**src/sv/utf8d_pkg.sv**
```systemverilog
`default_nettype none
// ----------------------------------------------------------------------------
// utf8d_pkg
// shared types, byte classes and the windows-1252 fallback table
// ----------------------------------------------------------------------------
package utf8d_pkg;

   localparam int UNITS_MAX = 4;

   typedef logic [15:0] unit_type;

   // one item's worth of results: up to four code units
   typedef struct packed {
      unit_type [UNITS_MAX-1:0] units;
      logic [1:0]               last_idx;   // index of the final unit
      logic                     str_end;    // final unit ends the string
   } bundle_type;

   typedef enum logic [2:0] {
      CLS_ASCII,
      CLS_CONT,
      CLS_LEAD2,
      CLS_LEAD3,
      CLS_LEAD4,
      CLS_STRAY
   } class_type;

   function automatic class_type classify(input logic [7:0] b);
      class_type c;
      if (b inside {[8'h00:8'h7f]}) begin
         c = CLS_ASCII;
      end else if (b inside {[8'h80:8'hbf]}) begin
         c = CLS_CONT;
      end else if (b inside {[8'hc0:8'hdf]}) begin
         c = CLS_LEAD2;
      end else if (b inside {[8'he0:8'hef]}) begin
         c = CLS_LEAD3;
      end else if (b inside {[8'hf0:8'hf7]}) begin
         c = CLS_LEAD4;
      end else begin
         c = CLS_STRAY;
      end
      return c;
   endfunction

   // bytes 80-9f go through the windows-1252 table, others map to themselves
   function automatic unit_type fallback(input logic [7:0] b);
      unit_type u;
      if (b[7:5] == 3'b100) begin
         case (b[4:0])
            5'd0:    u = 16'd8364;
            5'd1:    u = 16'd63;
            5'd2:    u = 16'd8218;
            5'd3:    u = 16'd402;
            5'd4:    u = 16'd8222;
            5'd5:    u = 16'd8230;
            5'd6:    u = 16'd8224;
            5'd7:    u = 16'd8225;
            5'd8:    u = 16'd710;
            5'd9:    u = 16'd8240;
            5'd10:   u = 16'd352;
            5'd11:   u = 16'd8249;
            5'd12:   u = 16'd338;
            5'd13:   u = 16'd63;
            5'd14:   u = 16'd381;
            5'd15:   u = 16'd63;
            5'd16:   u = 16'd63;
            5'd17:   u = 16'd8216;
            5'd18:   u = 16'd8217;
            5'd19:   u = 16'd8220;
            5'd20:   u = 16'd8221;
            5'd21:   u = 16'd8226;
            5'd22:   u = 16'd8211;
            5'd23:   u = 16'd8212;
            5'd24:   u = 16'd732;
            5'd25:   u = 16'd8482;
            5'd26:   u = 16'd353;
            5'd27:   u = 16'd8250;
            5'd28:   u = 16'd339;
            5'd29:   u = 16'd63;
            5'd30:   u = 16'd382;
            5'd31:   u = 16'd376;
            default: u = 16'd63;
         endcase
      end else begin
         u = {8'h00, b};
      end
      return u;
   endfunction

endpackage
`default_nettype wire

```
**src/sv/utf8d_front.sv**
```systemverilog
`default_nettype none
// ----------------------------------------------------------------------------
// utf8d_front
// decode state and classification; builds one result bundle per input byte
// ----------------------------------------------------------------------------
module utf8d_front (
   input  wire logic                  clock,
   input  wire logic                  reset,
   input  wire logic                  accept,
   input  wire logic [7:0]            data_byte,
   input  wire logic                  is_last,
   output utf8d_pkg::bundle_type      bundle,
   output logic                       has_units
);
   import utf8d_pkg::*;

   logic [7:0] lead_ff, lead_in;
   logic [7:0] c0_ff, c0_in;
   logic [7:0] c1_ff, c1_in;
   logic [1:0] need_ff, need_in;
   logic [1:0] held_ff, held_in;

   class_type  cls;
   logic [2:0] n;
   unit_type   v;

   always_comb begin
      bundle  = '0;
      n       = 3'd0;
      v       = '0;
      lead_in = lead_ff;
      c0_in   = c0_ff;
      c1_in   = c1_ff;
      need_in = need_ff;
      held_in = held_ff;
      cls     = classify(data_byte);

      if (need_ff != 2'd0 && cls == CLS_CONT) begin
         if ({1'b0, held_ff} + 3'd1 >= {1'b0, need_ff}) begin
            case (need_ff)
               2'd1:    v = {5'b0, lead_in[4:0], data_byte[5:0]};
               2'd2:    v = {lead_ff[3:0], c0_ff[5:0], data_byte[5:0]};
               default: v = {c0_ff[3:0], c1_ff[5:0], data_byte[5:0]};
            endcase
            bundle.units[0] = v;
            n       = 3'd1;
            lead_in = '0;
            c0_in   = '0;
            c1_in   = '0;
            need_in = 2'd0;
            held_in = 2'd0;
         end else begin
            if (held_ff[0]) begin
               c1_in = data_byte;
            end else begin
               c0_in = data_byte;
            end
            held_in = held_ff + 2'd1;
         end
      end else begin
         // broken sequence: lead and held continuations fall back
         if (need_ff != 2'd0) begin
            bundle.units[n[1:0]] = fallback(lead_ff);
            n = n + 3'd1;
            if (held_ff >= 2'd1) begin
               bundle.units[n[1:0]] = fallback(c0_ff);
               n = n + 3'd1;
            end
            if (held_ff >= 2'd2) begin
               bundle.units[n[1:0]] = fallback(c1_ff);
               n = n + 3'd1;
            end
         end
         lead_in = '0;
         c0_in   = '0;
         c1_in   = '0;
         need_in = 2'd0;
         held_in = 2'd0;
         case (cls)
            CLS_ASCII: begin
               bundle.units[n[1:0]] = {8'h00, data_byte};
               n = n + 3'd1;
            end
            CLS_LEAD2: begin
               lead_in = data_byte;
               need_in = 2'd1;
            end
            CLS_LEAD3: begin
               lead_in = data_byte;
               need_in = 2'd2;
            end
            CLS_LEAD4: begin
               lead_in = data_byte;
               need_in = 2'd3;
            end
            default: begin
               bundle.units[n[1:0]] = fallback(data_byte);
               n = n + 3'd1;
            end
         endcase
      end

      // end of string flushes whatever is still held
      if (is_last) begin
         if (need_in != 2'd0) begin
            bundle.units[n[1:0]] = fallback(lead_in);
            n = n + 3'd1;
            if (held_in >= 2'd1) begin
               bundle.units[n[1:0]] = fallback(c0_in);
               n = n + 3'd1;
            end
            if (held_in >= 2'd2) begin
               bundle.units[n[1:0]] = fallback(c1_in);
               n = n + 3'd1;
            end
         end
         lead_in = '0;
         c0_in   = '0;
         c1_in   = '0;
         need_in = 2'd0;
         held_in = 2'd0;
      end

      bundle.last_idx = 2'(n - 3'd1);
      bundle.str_end  = is_last;
   end

   assign has_units = (n != 3'd0);

   always_ff @(posedge clock) begin
      if (reset) begin
         lead_ff <= '0;
         c0_ff   <= '0;
         c1_ff   <= '0;
         need_ff <= 2'd0;
         held_ff <= 2'd0;
      end else if (accept) begin
         lead_ff <= lead_in;
         c0_ff   <= c0_in;
         c1_ff   <= c1_in;
         need_ff <= need_in;
         held_ff <= held_in;
      end
   end

endmodule
`default_nettype wire

```
**src/sv/utf8d_queue.sv**
```systemverilog
`default_nettype none
// ----------------------------------------------------------------------------
// utf8d_queue
// short first-in first-out queue of result bundles between front and back
// ----------------------------------------------------------------------------
module utf8d_queue #(
   parameter int DEPTH = 4
) (
   input  wire logic                  clock,
   input  wire logic                  reset,
   input  wire logic                  in_valid,
   output logic                       in_ready,
   input  wire utf8d_pkg::bundle_type in_data,
   output logic                       out_valid,
   input  wire logic                  out_ready,
   output utf8d_pkg::bundle_type      out_data
);
   import utf8d_pkg::*;

   localparam int PTR_W = $clog2(DEPTH);
   localparam int CNT_W = $clog2(DEPTH + 1);
   localparam logic [PTR_W-1:0] PTR_LAST = PTR_W'(DEPTH - 1);
   localparam logic [CNT_W-1:0] CNT_FULL = CNT_W'(DEPTH);

   bundle_type       mem_ff [DEPTH];
   logic [PTR_W-1:0] wr_ptr_ff, wr_ptr_in;
   logic [PTR_W-1:0] rd_ptr_ff, rd_ptr_in;
   logic [CNT_W-1:0] count_ff, count_in;
   logic             push;
   logic             pop;

   assign in_ready  = (count_ff != CNT_FULL);
   assign out_valid = (count_ff != '0);
   assign out_data  = mem_ff[rd_ptr_ff];
   assign push      = in_valid && in_ready;
   assign pop       = out_valid && out_ready;

   always_comb begin
      wr_ptr_in = wr_ptr_ff;
      rd_ptr_in = rd_ptr_ff;
      count_in  = count_ff;
      if (push) begin
         wr_ptr_in = (wr_ptr_ff == PTR_LAST) ? '0 : wr_ptr_ff + 1'b1;
      end
      if (pop) begin
         rd_ptr_in = (rd_ptr_ff == PTR_LAST) ? '0 : rd_ptr_ff + 1'b1;
      end
      if (push && !pop) begin
         count_in = count_ff + 1'b1;
      end else if (pop && !push) begin
         count_in = count_ff - 1'b1;
      end
   end

   always_ff @(posedge clock) begin
      if (reset) begin
         wr_ptr_ff <= '0;
         rd_ptr_ff <= '0;
         count_ff  <= '0;
      end else begin
         wr_ptr_ff <= wr_ptr_in;
         rd_ptr_ff <= rd_ptr_in;
         count_ff  <= count_in;
      end
   end

   always_ff @(posedge clock) begin
      if (push) begin
         mem_ff[wr_ptr_ff] <= in_data;
      end
   end

endmodule
`default_nettype wire

```
**src/sv/utf8d_back.sv**
```systemverilog
`default_nettype none
// ----------------------------------------------------------------------------
// utf8d_back
// output register that walks a bundle out one code unit per cycle while rsp_tready is high
// ----------------------------------------------------------------------------
module utf8d_back (
   input  wire logic                  clock,
   input  wire logic                  reset,
   input  wire logic                  in_valid,
   output logic                       in_ready,
   input  wire utf8d_pkg::bundle_type in_data,
   output logic                       rsp_tvalid,
   input  wire logic                  rsp_tready,
   output logic [15:0]                rsp_tdata,
   output logic                       rsp_tlast,
   output logic                       rsp_tuser
);
   import utf8d_pkg::*;

   bundle_type cur_ff, cur_in;
   logic [1:0] idx_ff, idx_in;
   logic       valid_ff, valid_in;
   logic       at_final;
   logic       take;

   assign at_final   = (idx_ff == cur_ff.last_idx);
   assign take       = rsp_tvalid && rsp_tready;
   assign in_ready   = !valid_ff || (take && at_final);

   assign rsp_tvalid = valid_ff;
   assign rsp_tdata  = cur_ff.units[idx_ff];
   assign rsp_tlast  = at_final;
   assign rsp_tuser  = at_final && cur_ff.str_end;

   always_comb begin
      cur_in   = cur_ff;
      idx_in   = idx_ff;
      valid_in = valid_ff;
      if (in_ready) begin
         // current bundle done or none held: load the next one
         cur_in   = in_data;
         idx_in   = 2'd0;
         valid_in = in_valid;
      end else if (take) begin
         idx_in = idx_ff + 2'd1;
      end
   end

   always_ff @(posedge clock) begin
      if (reset) begin
         valid_ff <= 1'b0;
         idx_ff   <= 2'd0;
      end else begin
         valid_ff <= valid_in;
         idx_ff   <= idx_in;
      end
   end

   always_ff @(posedge clock) begin
      cur_ff <= cur_in;
   end

endmodule
`default_nettype wire

```
**src/sv/utf8_to_ucs2_decoder_with_fallback.sv**
```systemverilog
`default_nettype none
// ----------------------------------------------------------------------------
// utf8_to_ucs2_decoder_with_fallback
// utf-8 byte stream to 16-bit code units, windows-1252 fallback on errors
// ----------------------------------------------------------------------------
// usage:
//   req channel: one string byte per item, tlast marks the final byte.
//   rsp channel: one code unit per item; tlast marks the final unit caused
//   by an input byte, tuser marks the final unit of the whole string.
//   an input byte yields zero to four code units. the front decodes one byte
//   per cycle while the queue has room and pushes its units as one bundle
//   into a queue of QUEUE_DEPTH bundles; the back register sends one unit
//   per cycle while rsp_tready is high. with the output idle, a byte's
//   bundle passes through the queue into the back register, which puts its
//   first unit on rsp. throughput: one byte per cycle while bytes yield at
//   most one unit each and rsp_tready is high; error bursts output one unit
//   per cycle, and the queue lets input continue until it holds QUEUE_DEPTH
//   bundles. when the receiver stalls, the current unit holds on rsp and
//   req_tready falls once the queue is full. reset clears the decode state,
//   the queue and the output register; no item is lost on either side.
// ----------------------------------------------------------------------------
module utf8_to_ucs2_decoder_with_fallback #(
   parameter int QUEUE_DEPTH = 4
) (
   input  wire logic        clock,
   input  wire logic        reset,
   input  wire logic        req_tvalid,
   output logic             req_tready,
   input  wire logic [7:0]  req_tdata,   // [7:0] data_byte
   input  wire logic        req_tlast,   // is_last
   output logic             rsp_tvalid,
   input  wire logic        rsp_tready,
   output logic [15:0]      rsp_tdata,   // [15:0] code_unit
   output logic             rsp_tlast,   // last_of_run
   output logic             rsp_tuser    // [0] end_of_string
);
   import utf8d_pkg::*;

   bundle_type front_bundle;
   bundle_type queue_bundle;
   logic       has_units;
   logic       accept;
   logic       queue_ready;
   logic       queue_valid;
   logic       back_ready;

   assign req_tready = queue_ready;
   assign accept     = req_tvalid && req_tready;

   utf8d_front u_front (
      .clock     (clock),
      .reset     (reset),
      .accept    (accept),
      .data_byte (req_tdata),
      .is_last   (req_tlast),
      .bundle    (front_bundle),
      .has_units (has_units)
   );

   utf8d_queue #(
      .DEPTH (QUEUE_DEPTH)
   ) u_queue (
      .clock     (clock),
      .reset     (reset),
      .in_valid  (req_tvalid && has_units),
      .in_ready  (queue_ready),
      .in_data   (front_bundle),
      .out_valid (queue_valid),
      .out_ready (back_ready),
      .out_data  (queue_bundle)
   );

   utf8d_back u_back (
      .clock      (clock),
      .reset      (reset),
      .in_valid   (queue_valid),
      .in_ready   (back_ready),
      .in_data    (queue_bundle),
      .rsp_tvalid (rsp_tvalid),
      .rsp_tready (rsp_tready),
      .rsp_tdata  (rsp_tdata),
      .rsp_tlast  (rsp_tlast),
      .rsp_tuser  (rsp_tuser)
   );

endmodule
`default_nettype wire

```
**config.mk**
```make
export PLATFORM = sky130hd
export DESIGN_NAME = utf8_to_ucs2_decoder_with_fallback
export DESIGN_NICKNAME = d
export VERILOG_FILES = /design/src/sv/utf8d_pkg.sv /design/src/sv/utf8d_front.sv /design/src/sv/utf8d_queue.sv /design/src/sv/utf8d_back.sv /design/src/sv/utf8_to_ucs2_decoder_with_fallback.sv
export SDC_FILE = /design/constraint.sdc
export NUM_CORES = 1
export LEC_CHECK = 0
export BUFFER_PORTS_ARGS = -buffer_cell sky130_fd_sc_hd__buf_2
export CORE_UTILIZATION = 30
export CTS_CLUSTER_SIZE = 28
export DETAILED_ROUTE_END_ITERATION = 12
export GPL_ROUTABILITY_DRIVEN = 0
export PLACE_DENSITY = 0.48
export SYNTH_ARGS = -nofsm -noshare
export SYNTH_HDL_FRONTEND = slang
export SYNTH_SLANG_ARGS = --single-unit
```
**constraint.sdc**
```tcl
create_clock -name clock -period 13.1 [get_ports clock]
set_clock_uncertainty 0.1 [all_clocks]
set_input_delay 1.31 -clock clock [delete_from_list [all_inputs] [get_ports clock]]
set_output_delay 1.31 -clock clock [all_outputs]
set_load 0.02 [all_outputs]
```
==> results of run 1 <==
==> worst reg2reg max path, delay by kind of cell (launching register included) <==
kind            cells  cell delay, ps
xor+xnor            2             610
flops               1             450
fa+ha+maj           5            1640
simple gates        5            1140
buf+inv             4             880
compound gates      6            2030
==> sequential cells by signal, indices dropped and copies added (netlist names), named ones only <==
signal and flops:
u_front.held_ff 2, u_front.need_ff 2, u_queue.mem_ff 208, u_back.idx_ff 2
u_back.rsp_tvalid 1, u_front.c0_ff 8, u_front.c1_ff 8, u_queue.count_ff 3
u_back.cur_ff 52, u_queue.rd_ptr_ff 2, u_front.lead_ff 8, u_queue.wr_ptr_ff 2
==> layout make-up <==
type | instances | area [um2]
well taps | 873 | 1090
fillers | 6830 | 44600
repair buffers | 75 | 483
inverters | 74 | 278
flip-flops and latches | 331 | 9240
clock buffers | 45 | 966
multi-input cells | 1383 | 10200
clock inverters | 23 | 256
==> power by group <==
| group | leakage [nW] | internal, mW | switching [mW] |
|---|---|---|---|
| registers | 2.96 | 1.33 | 0.0601 |
| clock network | 0.595 | 0.580 | 0.443 |
| logic | 3.79 | 0.275 | 0.393 |
==> cells by family (layout without fill, tap and decap cells) <==
logic type,Yosys count,count (layout),share of synthesized area [%]
adders and majority gates,71,71,4.45
xor gates and xnor gates,8,8,0.413
muxes,134,134,10.7
and+or+nand+nor,552,552,13.0
AOI/OAI and AO/OA,618,618,21.5
buffers and inverters,219,217,4.55
DFF,331,331,45.5
==> cell usage in the layout, fill, tap and decap left out, types with 11 or more instances in the layout <==
cell	synthesis	final
a221oi_1	12	12
clkbuf_16	0	37
nand2b_1	21	21
a2111oi_0	11	11
nand4_1	13	13
a32oi_1	14	14
dfxtp_1	71	68
and2_1	22	18
o2111ai_1	12	12
a211oi_1	26	26
a21oi_1	125	125
a22oi_1	25	25
inv_1	66	66
nor2_1	150	150
and3_1	14	14
nand2_1	151	150
or3_1	12	12
nor2b_1	14	13
buf_2	27	32
mux4_2	64	64
buf_4	6	43
o211ai_1	34	34
o311ai_0	16	16
o21ai_0	119	119
nand3_1	64	64
edfxtp_1	260	260
mux2i_1	50	49
ha_1	69	69
o32ai_1	11	11
nor3_1	48	47
mux2_2	20	20
o221ai_1	19	19
o22ai_1	28	28
o31ai_1	21	21
a31oi_1	29	29
==> layer usage <==
metal	GRT usage (%)	wire length, um	up-vias
met2	32.1	31700	891
met1	27.6	30200	8339
met3	4.96	6220	231
met4	10.1	3920	2
met5	0	10	-
li1	-	-	7459
==> through the flow <==
step | std cells | area [um2]
floorplan | 1933 | 20300
global placement | 2736 | 21300
detailed placement | 2736 | 21300
CTS | 2804 | 22500
global route | 2804 | 22500
finish | 2804 | 22500
==> worst max path at each step <==
| stage | start | end |
|---|---|---|
| floorplan | req_tdata[7] | u_queue.mem_ff[0][0] |
| finish | req_tdata[7] | u_queue.count_ff[2] |
| CTS | req_tdata[7] | u_queue.count_ff[2] |
| detailed placement | req_tdata[7] | u_queue.count_ff[2] |
| global placement | req_tdata[7] | u_queue.count_ff[2] |
| global route | req_tdata[7] | u_queue.count_ff[2] |
==> impl_metrics.py, run 1 <==
metrics = {
    "cells_and_area": {
        "nets": 1986,
        "drive_gt1_share_pct": 14.3,
        "antenna_cells": 0,
        "utilization_pct": 33.5,
        "area_growth_pct": 10.7,
    },
    "logic_synthesis": {
        "synth_area_um2": 20300,
        "synth-edff-count": 260,
        "synth_ff_type": "edfxtp_1",
        "netlist_instances": 1933,
        "yosys_warnings": 0,
        "synth-seq-area-share_pct": 45.5,
        "synth_nets": 2017,
        "syn_avg_cell_area_um2": 10.5,
        "yosysMostFrequentCell": "edfxtp_1",
        "yosys.area.top_type": "edfxtp_1",
        "synth_area_leaders": "edfxtp_1, mux4_2, dfxtp_1",
        "synth_top_area_share_pct": 38.5,
        "async_flop_share_pct": 0,
        "yosysUniqueCellTypes": 104,
        "ys_seq_elements": 331,
        "yosys-top-cells-count": "edfxtp_1, nand2_1, nor2_1, a21oi_1, o21ai_0",
    },
    "die": {
        "pin_count": 33,
        "start_util_pct": 30.3,
        "fp-row-count": 95,
        "fp.coreArea_um2": 67000,
        "die_h_um": 262,
        "die-area_um2": 68700,
        "die_w_um": 262,
    },
    "worst_setup_path": {
        "cp_slowest_cell": "a2111oi_4",
        "path_max_fanout": 33,
        "cp.depth": 20,
        "endpoint_kind": "register",
        "reg2reg_to": "u_queue.count_ff[2]",
        "worstSetupStartpointType": "input pin",
        "worstPathCellList": "buf_2 > and2_1 > nand2_1 > xnor2_1 > o21ai_0 > ha_1 > nor2_1 > a21oi_1 > ha_1 > inv_1 > a2111oi_4 > xnor3_1 > nand2b_4 > a31oi_4 > ha_1 > inv_1 > fa_1 > xor2_1 > or3_1 > a21oi_1",
        "crit_buf_inv": 3,
        "reg2reg_depth": 22,
        "crit_family": "compound AO/OA/AOI/OAI gates",
        "critical_path_class": "input pin to register",
        "cp_data_required_time_ps": 13490,
        "r2r_start": "u_front.held_ff[0]",
        "slowest_delay_ps": 700,
        "cp.arrival_ps": 7500,
        "crit_top_cell": "ha_1",
        "r2r_slack_ps": 6160,
    },
    "cts": {
        "cts_sinks": 331,
        "cts-root-buf": "clkbuf_16",
        "cts_tree": "built",
        "path_clk_slew_ps": 60,
        "cts_setup_buffers": 0,
        "cts_hold_buf": 0,
        "clk-insertion-delay-late_ps": 570,
        "cts_resized": 0,
        "htree_levels": 2,
        "cts-buffers-inserted": 37,
        "clockBufferDepth": 3,
    },
    "route": {
        "wl_per_cell_um": 25.7,
        "drc": 0,
        "routed_wl_um": 72100,
        "num_vias": 16900,
        "drtIter0Drc": 2013,
        "dr.pass1.iters": 7,
        "viasPerCell": 6.03,
        "ant_nets": 0,
    },
    "sta": {
        "worst_slack_ps": 5990,
        "holdWs_ps": 405,
        "drv_slew": 0,
        "setup_violations": 0,
        "tightestPinTransition_ps": 1310,
        "hold_violations": 0,
        "min_period_ps": 7110,
        "post-route-period-util_pct": 54.3,
        "finalSetupTns_ps": 0,
        "clock.fmax_mhz": 141,
        "rsz0062_at_grt": "no",
        "relSlewSlack_pct": 9.93,
    },
    "power_and_ir_drop": {
        "finalPower_mw": 3.08,
        "ir_worst_vdd_mv": 0.0802,
        "power_density_nw_per_um2": 137,
        "leakage_nw": 7.35,
    },
    "global_routing": {
        "grt_max_degree": 55,
        "grt_usage_pct": 20.9,
        "antenna_found_initial": 1,
        "grt_first_pass_wirelength_um": 108000,
        "overflow": 0,
        "grt_pass1_vias": 16200,
    },
    "worst_hold_path": {
        "holdCritPathClass": "register to register",
        "hold_end": "u_back.rsp_tvalid",
        "min_from": "u_back.rsp_tvalid",
        "hold_depth": 2,
    },
    "status": {
        "outcome": "complete, no violations",
    },
    "placed_design": {
        "dp_hpwl_um": 52200,
        "dp_slack_ps": 5530,
        "port-buffer-count": 32,
    },
    "flow_run": {
        "drv_cap": 0,
    },
}
No activity file was read; power rests on OpenSTA's default activity.
==> run 2, diff against run 1 <==
--- a/config.mk
+++ b/config.mk
@@ -5,12 +5,13 @@
 export SDC_FILE = /design/constraint.sdc
 export NUM_CORES = 1
 export LEC_CHECK = 0
+export ABC_AREA = 1
 export BUFFER_PORTS_ARGS = -buffer_cell sky130_fd_sc_hd__buf_2
 export CORE_UTILIZATION = 30
 export CTS_CLUSTER_SIZE = 28
 export DETAILED_ROUTE_END_ITERATION = 12
 export GPL_ROUTABILITY_DRIVEN = 0
-export PLACE_DENSITY = 0.48
+export PLACE_DENSITY = 0.5
 export SYNTH_ARGS = -nofsm -noshare
 export SYNTH_HDL_FRONTEND = slang
 export SYNTH_SLANG_ARGS = --single-unit
==> constraint.sdc (replaced) <==
create_clock -name clock -period 5.7 [get_ports clock]
set_clock_uncertainty 0.1 [all_clocks]
set_input_delay 0.57 -clock clock [delete_from_list [all_inputs] [get_ports clock]]
set_output_delay 0.57 -clock clock [all_outputs]
set_load 0.02 [all_outputs]
==> run 2 against run 1 <==
Compared with the run above:
- hold slack lost 130 ps
- count of clock-buffer cells in the layout grew 2
- combinational power grew to 2.5 times the previous value
- sequential power grew 130%
- critical path type is now register to register
- largest cell class unchanged
==> impl_metrics.py, run 2 <==
metrics = {
    "cts": {
        "htree_levels": 2,
        "cts_sinks": 331,
        "cts-root-buf": "clkbuf_16",
        "cts_resized": 0,
        "clk-insertion-delay-late_ps": 560,
        "clockBufferDepth": 3,
        "path_clk_slew_ps": 60,
        "cts_tree": "built",
        "cts_hold_buf": 0,
        "cts_setup_buffers": 0,
        "cts-buffers-inserted": 37,
    },
    "sta": {
        "rsz0062_at_grt": "no",
        "hold_violations": 0,
        "min_period_ps": 5140,
        "tightestPinTransition_ps": 1100,
        "finalSetupTns_ps": 0,
        "setup_violations": 0,
        "clock.fmax_mhz": 194,
        "relSlewSlack_pct": 26.8,
        "holdWs_ps": 272,
        "post-route-period-util_pct": 90.3,
        "drv_slew": 0,
    },
    "logic_synthesis": {
        "synth_nets": 2670,
        "yosys.area.top_type": "edfxtp_1",
        "synth_area_um2": 20500,
        "muxShareOfSynthArea_pct": 0.0489,
        "synthXorXnorAreaFrac_pct": 0.214,
        "yosysMostFrequentCell": "nand2_1",
        "synth-edff-count": 260,
        "synth_ff_type": "edfxtp_1",
        "synth-seq-area-share_pct": 45.1,
        "yosys_warnings": 0,
        "synth_top_family_by_area": "simple AND/OR/NAND/NOR gates",
        "yosys-top-cells-count": "nand2_1, nor2_1, o21ai_0, edfxtp_1, inv_1",
        "yosysUniqueCellTypes": 57,
        "syn_avg_cell_area_um2": 7.91,
        "async_flop_share_pct": 0,
        "synth_compound_area_share_pct": 18.5,
        "netlist_instances": 2586,
        "synth_top_area_share_pct": 38.2,
        "synth_area_leaders": "edfxtp_1, nand2_1, o21ai_0",
        "synth-adder-area-share_pct": 4.42,
        "ys_seq_elements": 331,
        "synth-simple-area-share_pct": 24.2,
    },
    "placed_design": {
        "placed_cells": 3407,
        "dp_hpwl_um": 52100,
        "port-buffer-count": 32,
    },
    "route": {
        "wl_per_cell_um": 20.7,
        "dr.pass1.iters": 7,
        "viasPerCell": 5.40,
        "routed_wl_um": 71800,
        "ant_nets": 0,
        "drc": 0,
        "num_vias": 18700,
        "drtIter0Drc": 2215,
    },
    "die": {
        "start_util_pct": 30.4,
        "die-area_um2": 69200,
        "die_w_um": 263,
        "fp-row-count": 95,
        "pin_count": 33,
        "fp.coreArea_um2": 67300,
        "die_h_um": 263,
    },
    "cells_and_area": {
        "largest_reg_flops": 208,
        "fin_cells": 3474,
        "antenna_cells": 0,
        "utilization_pct": 33.7,
        "drive_gt1_share_pct": 9.07,
        "largestRegisters": "u_queue.mem_ff: 208 flops, u_back.cur_ff: 52 flops",
        "nets": 2657,
        "largest_register": "u_queue.mem_ff",
        "final_cell_mix": "nand2_1, nor2_1, o21ai_0, edfxtp_1, inv_1",
        "layout_commonest_cell": "nand2_1",
        "n_fill_cell": 7078,
        "area_growth_pct": 10.7,
    },
    "worst_hold_path": {
        "holdCritPathClass": "input pin to register",
        "hold_depth": 2,
    },
    "status": {
        "outcome": "complete, no violations",
    },
    "global_routing": {
        "grt_max_degree": 83,
        "antenna_found_initial": 1,
        "grt_pass1_vias": 17100,
        "grt_first_pass_wirelength_um": 108000,
        "overflow": 0,
        "grt_usage_pct": 20.1,
    },
    "worst_setup_path": {
        "worstSetupStartpoint": "u_front.need_ff[0]",
        "crit_top_cell": "inv_1",
        "critical_path_class": "register to register",
        "reg2reg_to": "u_queue.count_ff[2]",
        "reg2reg_depth": 30,
        "cp_data_required_time_ps": 6030,
        "r2r_slack_ps": 560,
        "cp.arrival_ps": 5470,
        "crit_end": "u_queue.count_ff[2]",
        "r2r_start": "u_front.need_ff[0]",
        "cp_slowest_cell": "dfxtp_1",
        "worstSetupStartpointType": "register",
        "endpoint_kind": "register",
        "slowest_delay_ps": 380,
        "path_max_fanout": 23,
    },
    "power_and_ir_drop": {
        "ir_worst_vdd_mv": 0.174,
        "finalPower_mw": 7.14,
        "power_density_nw_per_um2": 315,
        "leakage_nw": 9.13,
    },
    "flow_run": {
        "drv_cap": 0,
    },
}
==> run 2: changes by cell type after synthesis, moves of 32 or more <==
cell	delta
nand2_1	+427
o21ai_0	+169
inv_1	+151
nor2_1	+150
nand3_1	+117
mux4_2	-64
o22ai_1	+58
mux2i_1	-49
nor3_1	-41
a21oi_1	+32
==> run 2: worst min path at each step <==
stage,start,end
after global placement,u_front.need_ff[1],u_front.need_ff[1]
after floorplan,u_front.c1_ff[6],u_front.c1_ff[6]
after detailed placement,u_front.need_ff[1],u_front.need_ff[1]
after CTS,reset,u_front.c0_ff[0]
final,reset,u_front.c0_ff[0]
after global routing,rsp_tready,u_back.idx_ff[0]
==> run 2: where the power goes <==
group          switching (mW)  total (mW)  internal [mW]
Sequential              0.115        3.20           3.09
Clock                   0.969        2.25           1.28
Combinational            1.24        1.69          0.450
Total                    2.32        7.14           4.82
==> run 2: metrics by stage <==
step	cell area [um2]	setup slack [ps]
after floorplan	20500	-739
after global placement	21500	573
after detailed placement	21500	568
after CTS	22600	612
after global routing	22600	237
final	22600	555
==> run 2: cells by family (layout without fill, tap and decap cells) <==
| group | count (synthesis) | count (layout) |
|---|---|---|
| AOI/OAI and AO/OA | 658 | 658 |
| xor gates and xnor gates | 5 | 5 |
| adders and majority gates | 71 | 71 |
| buffers and inverters | 370 | 385 |
| DFF | 331 | 331 |
| muxes | 1 | 1 |
| and+or+nand+nor | 1150 | 1150 |
==> run 2: area by class of cell <==
cell class | instances | area (um2) | area share [%]
Sequential cell | 331 | 9230 | 40.8
Inverter | 246 | 928 | 4.10
Clock buffer | 47 | 988 | 4.36
Multi-Input combinational cell | 1885 | 9750 | 43.0
Tap cell | 873 | 1090 | 4.82
Timing Repair Buffer | 72 | 510 | 2.25
Clock inverter | 20 | 148 | 0.652
==> run 2: critical path: cells and delay by family, from the launching register on <==
kind | cells | cell delay, ps
adders and majority gates | 6 | 1530
and+or+nand+nor | 8 | 910
buffers and inverters | 9 | 1160
DFF | 1 | 380
AOI/OAI and AO/OA | 7 | 950
==> run 2: metal layers <==
metal	track usage (%)	vias to the layer above	wire, um
met5	0	-	0
met4	9.58	0	3670
met3	4.08	192	5900
met2	29.9	886	30400
met1	27.8	8871	31800
li1	-	8795	-
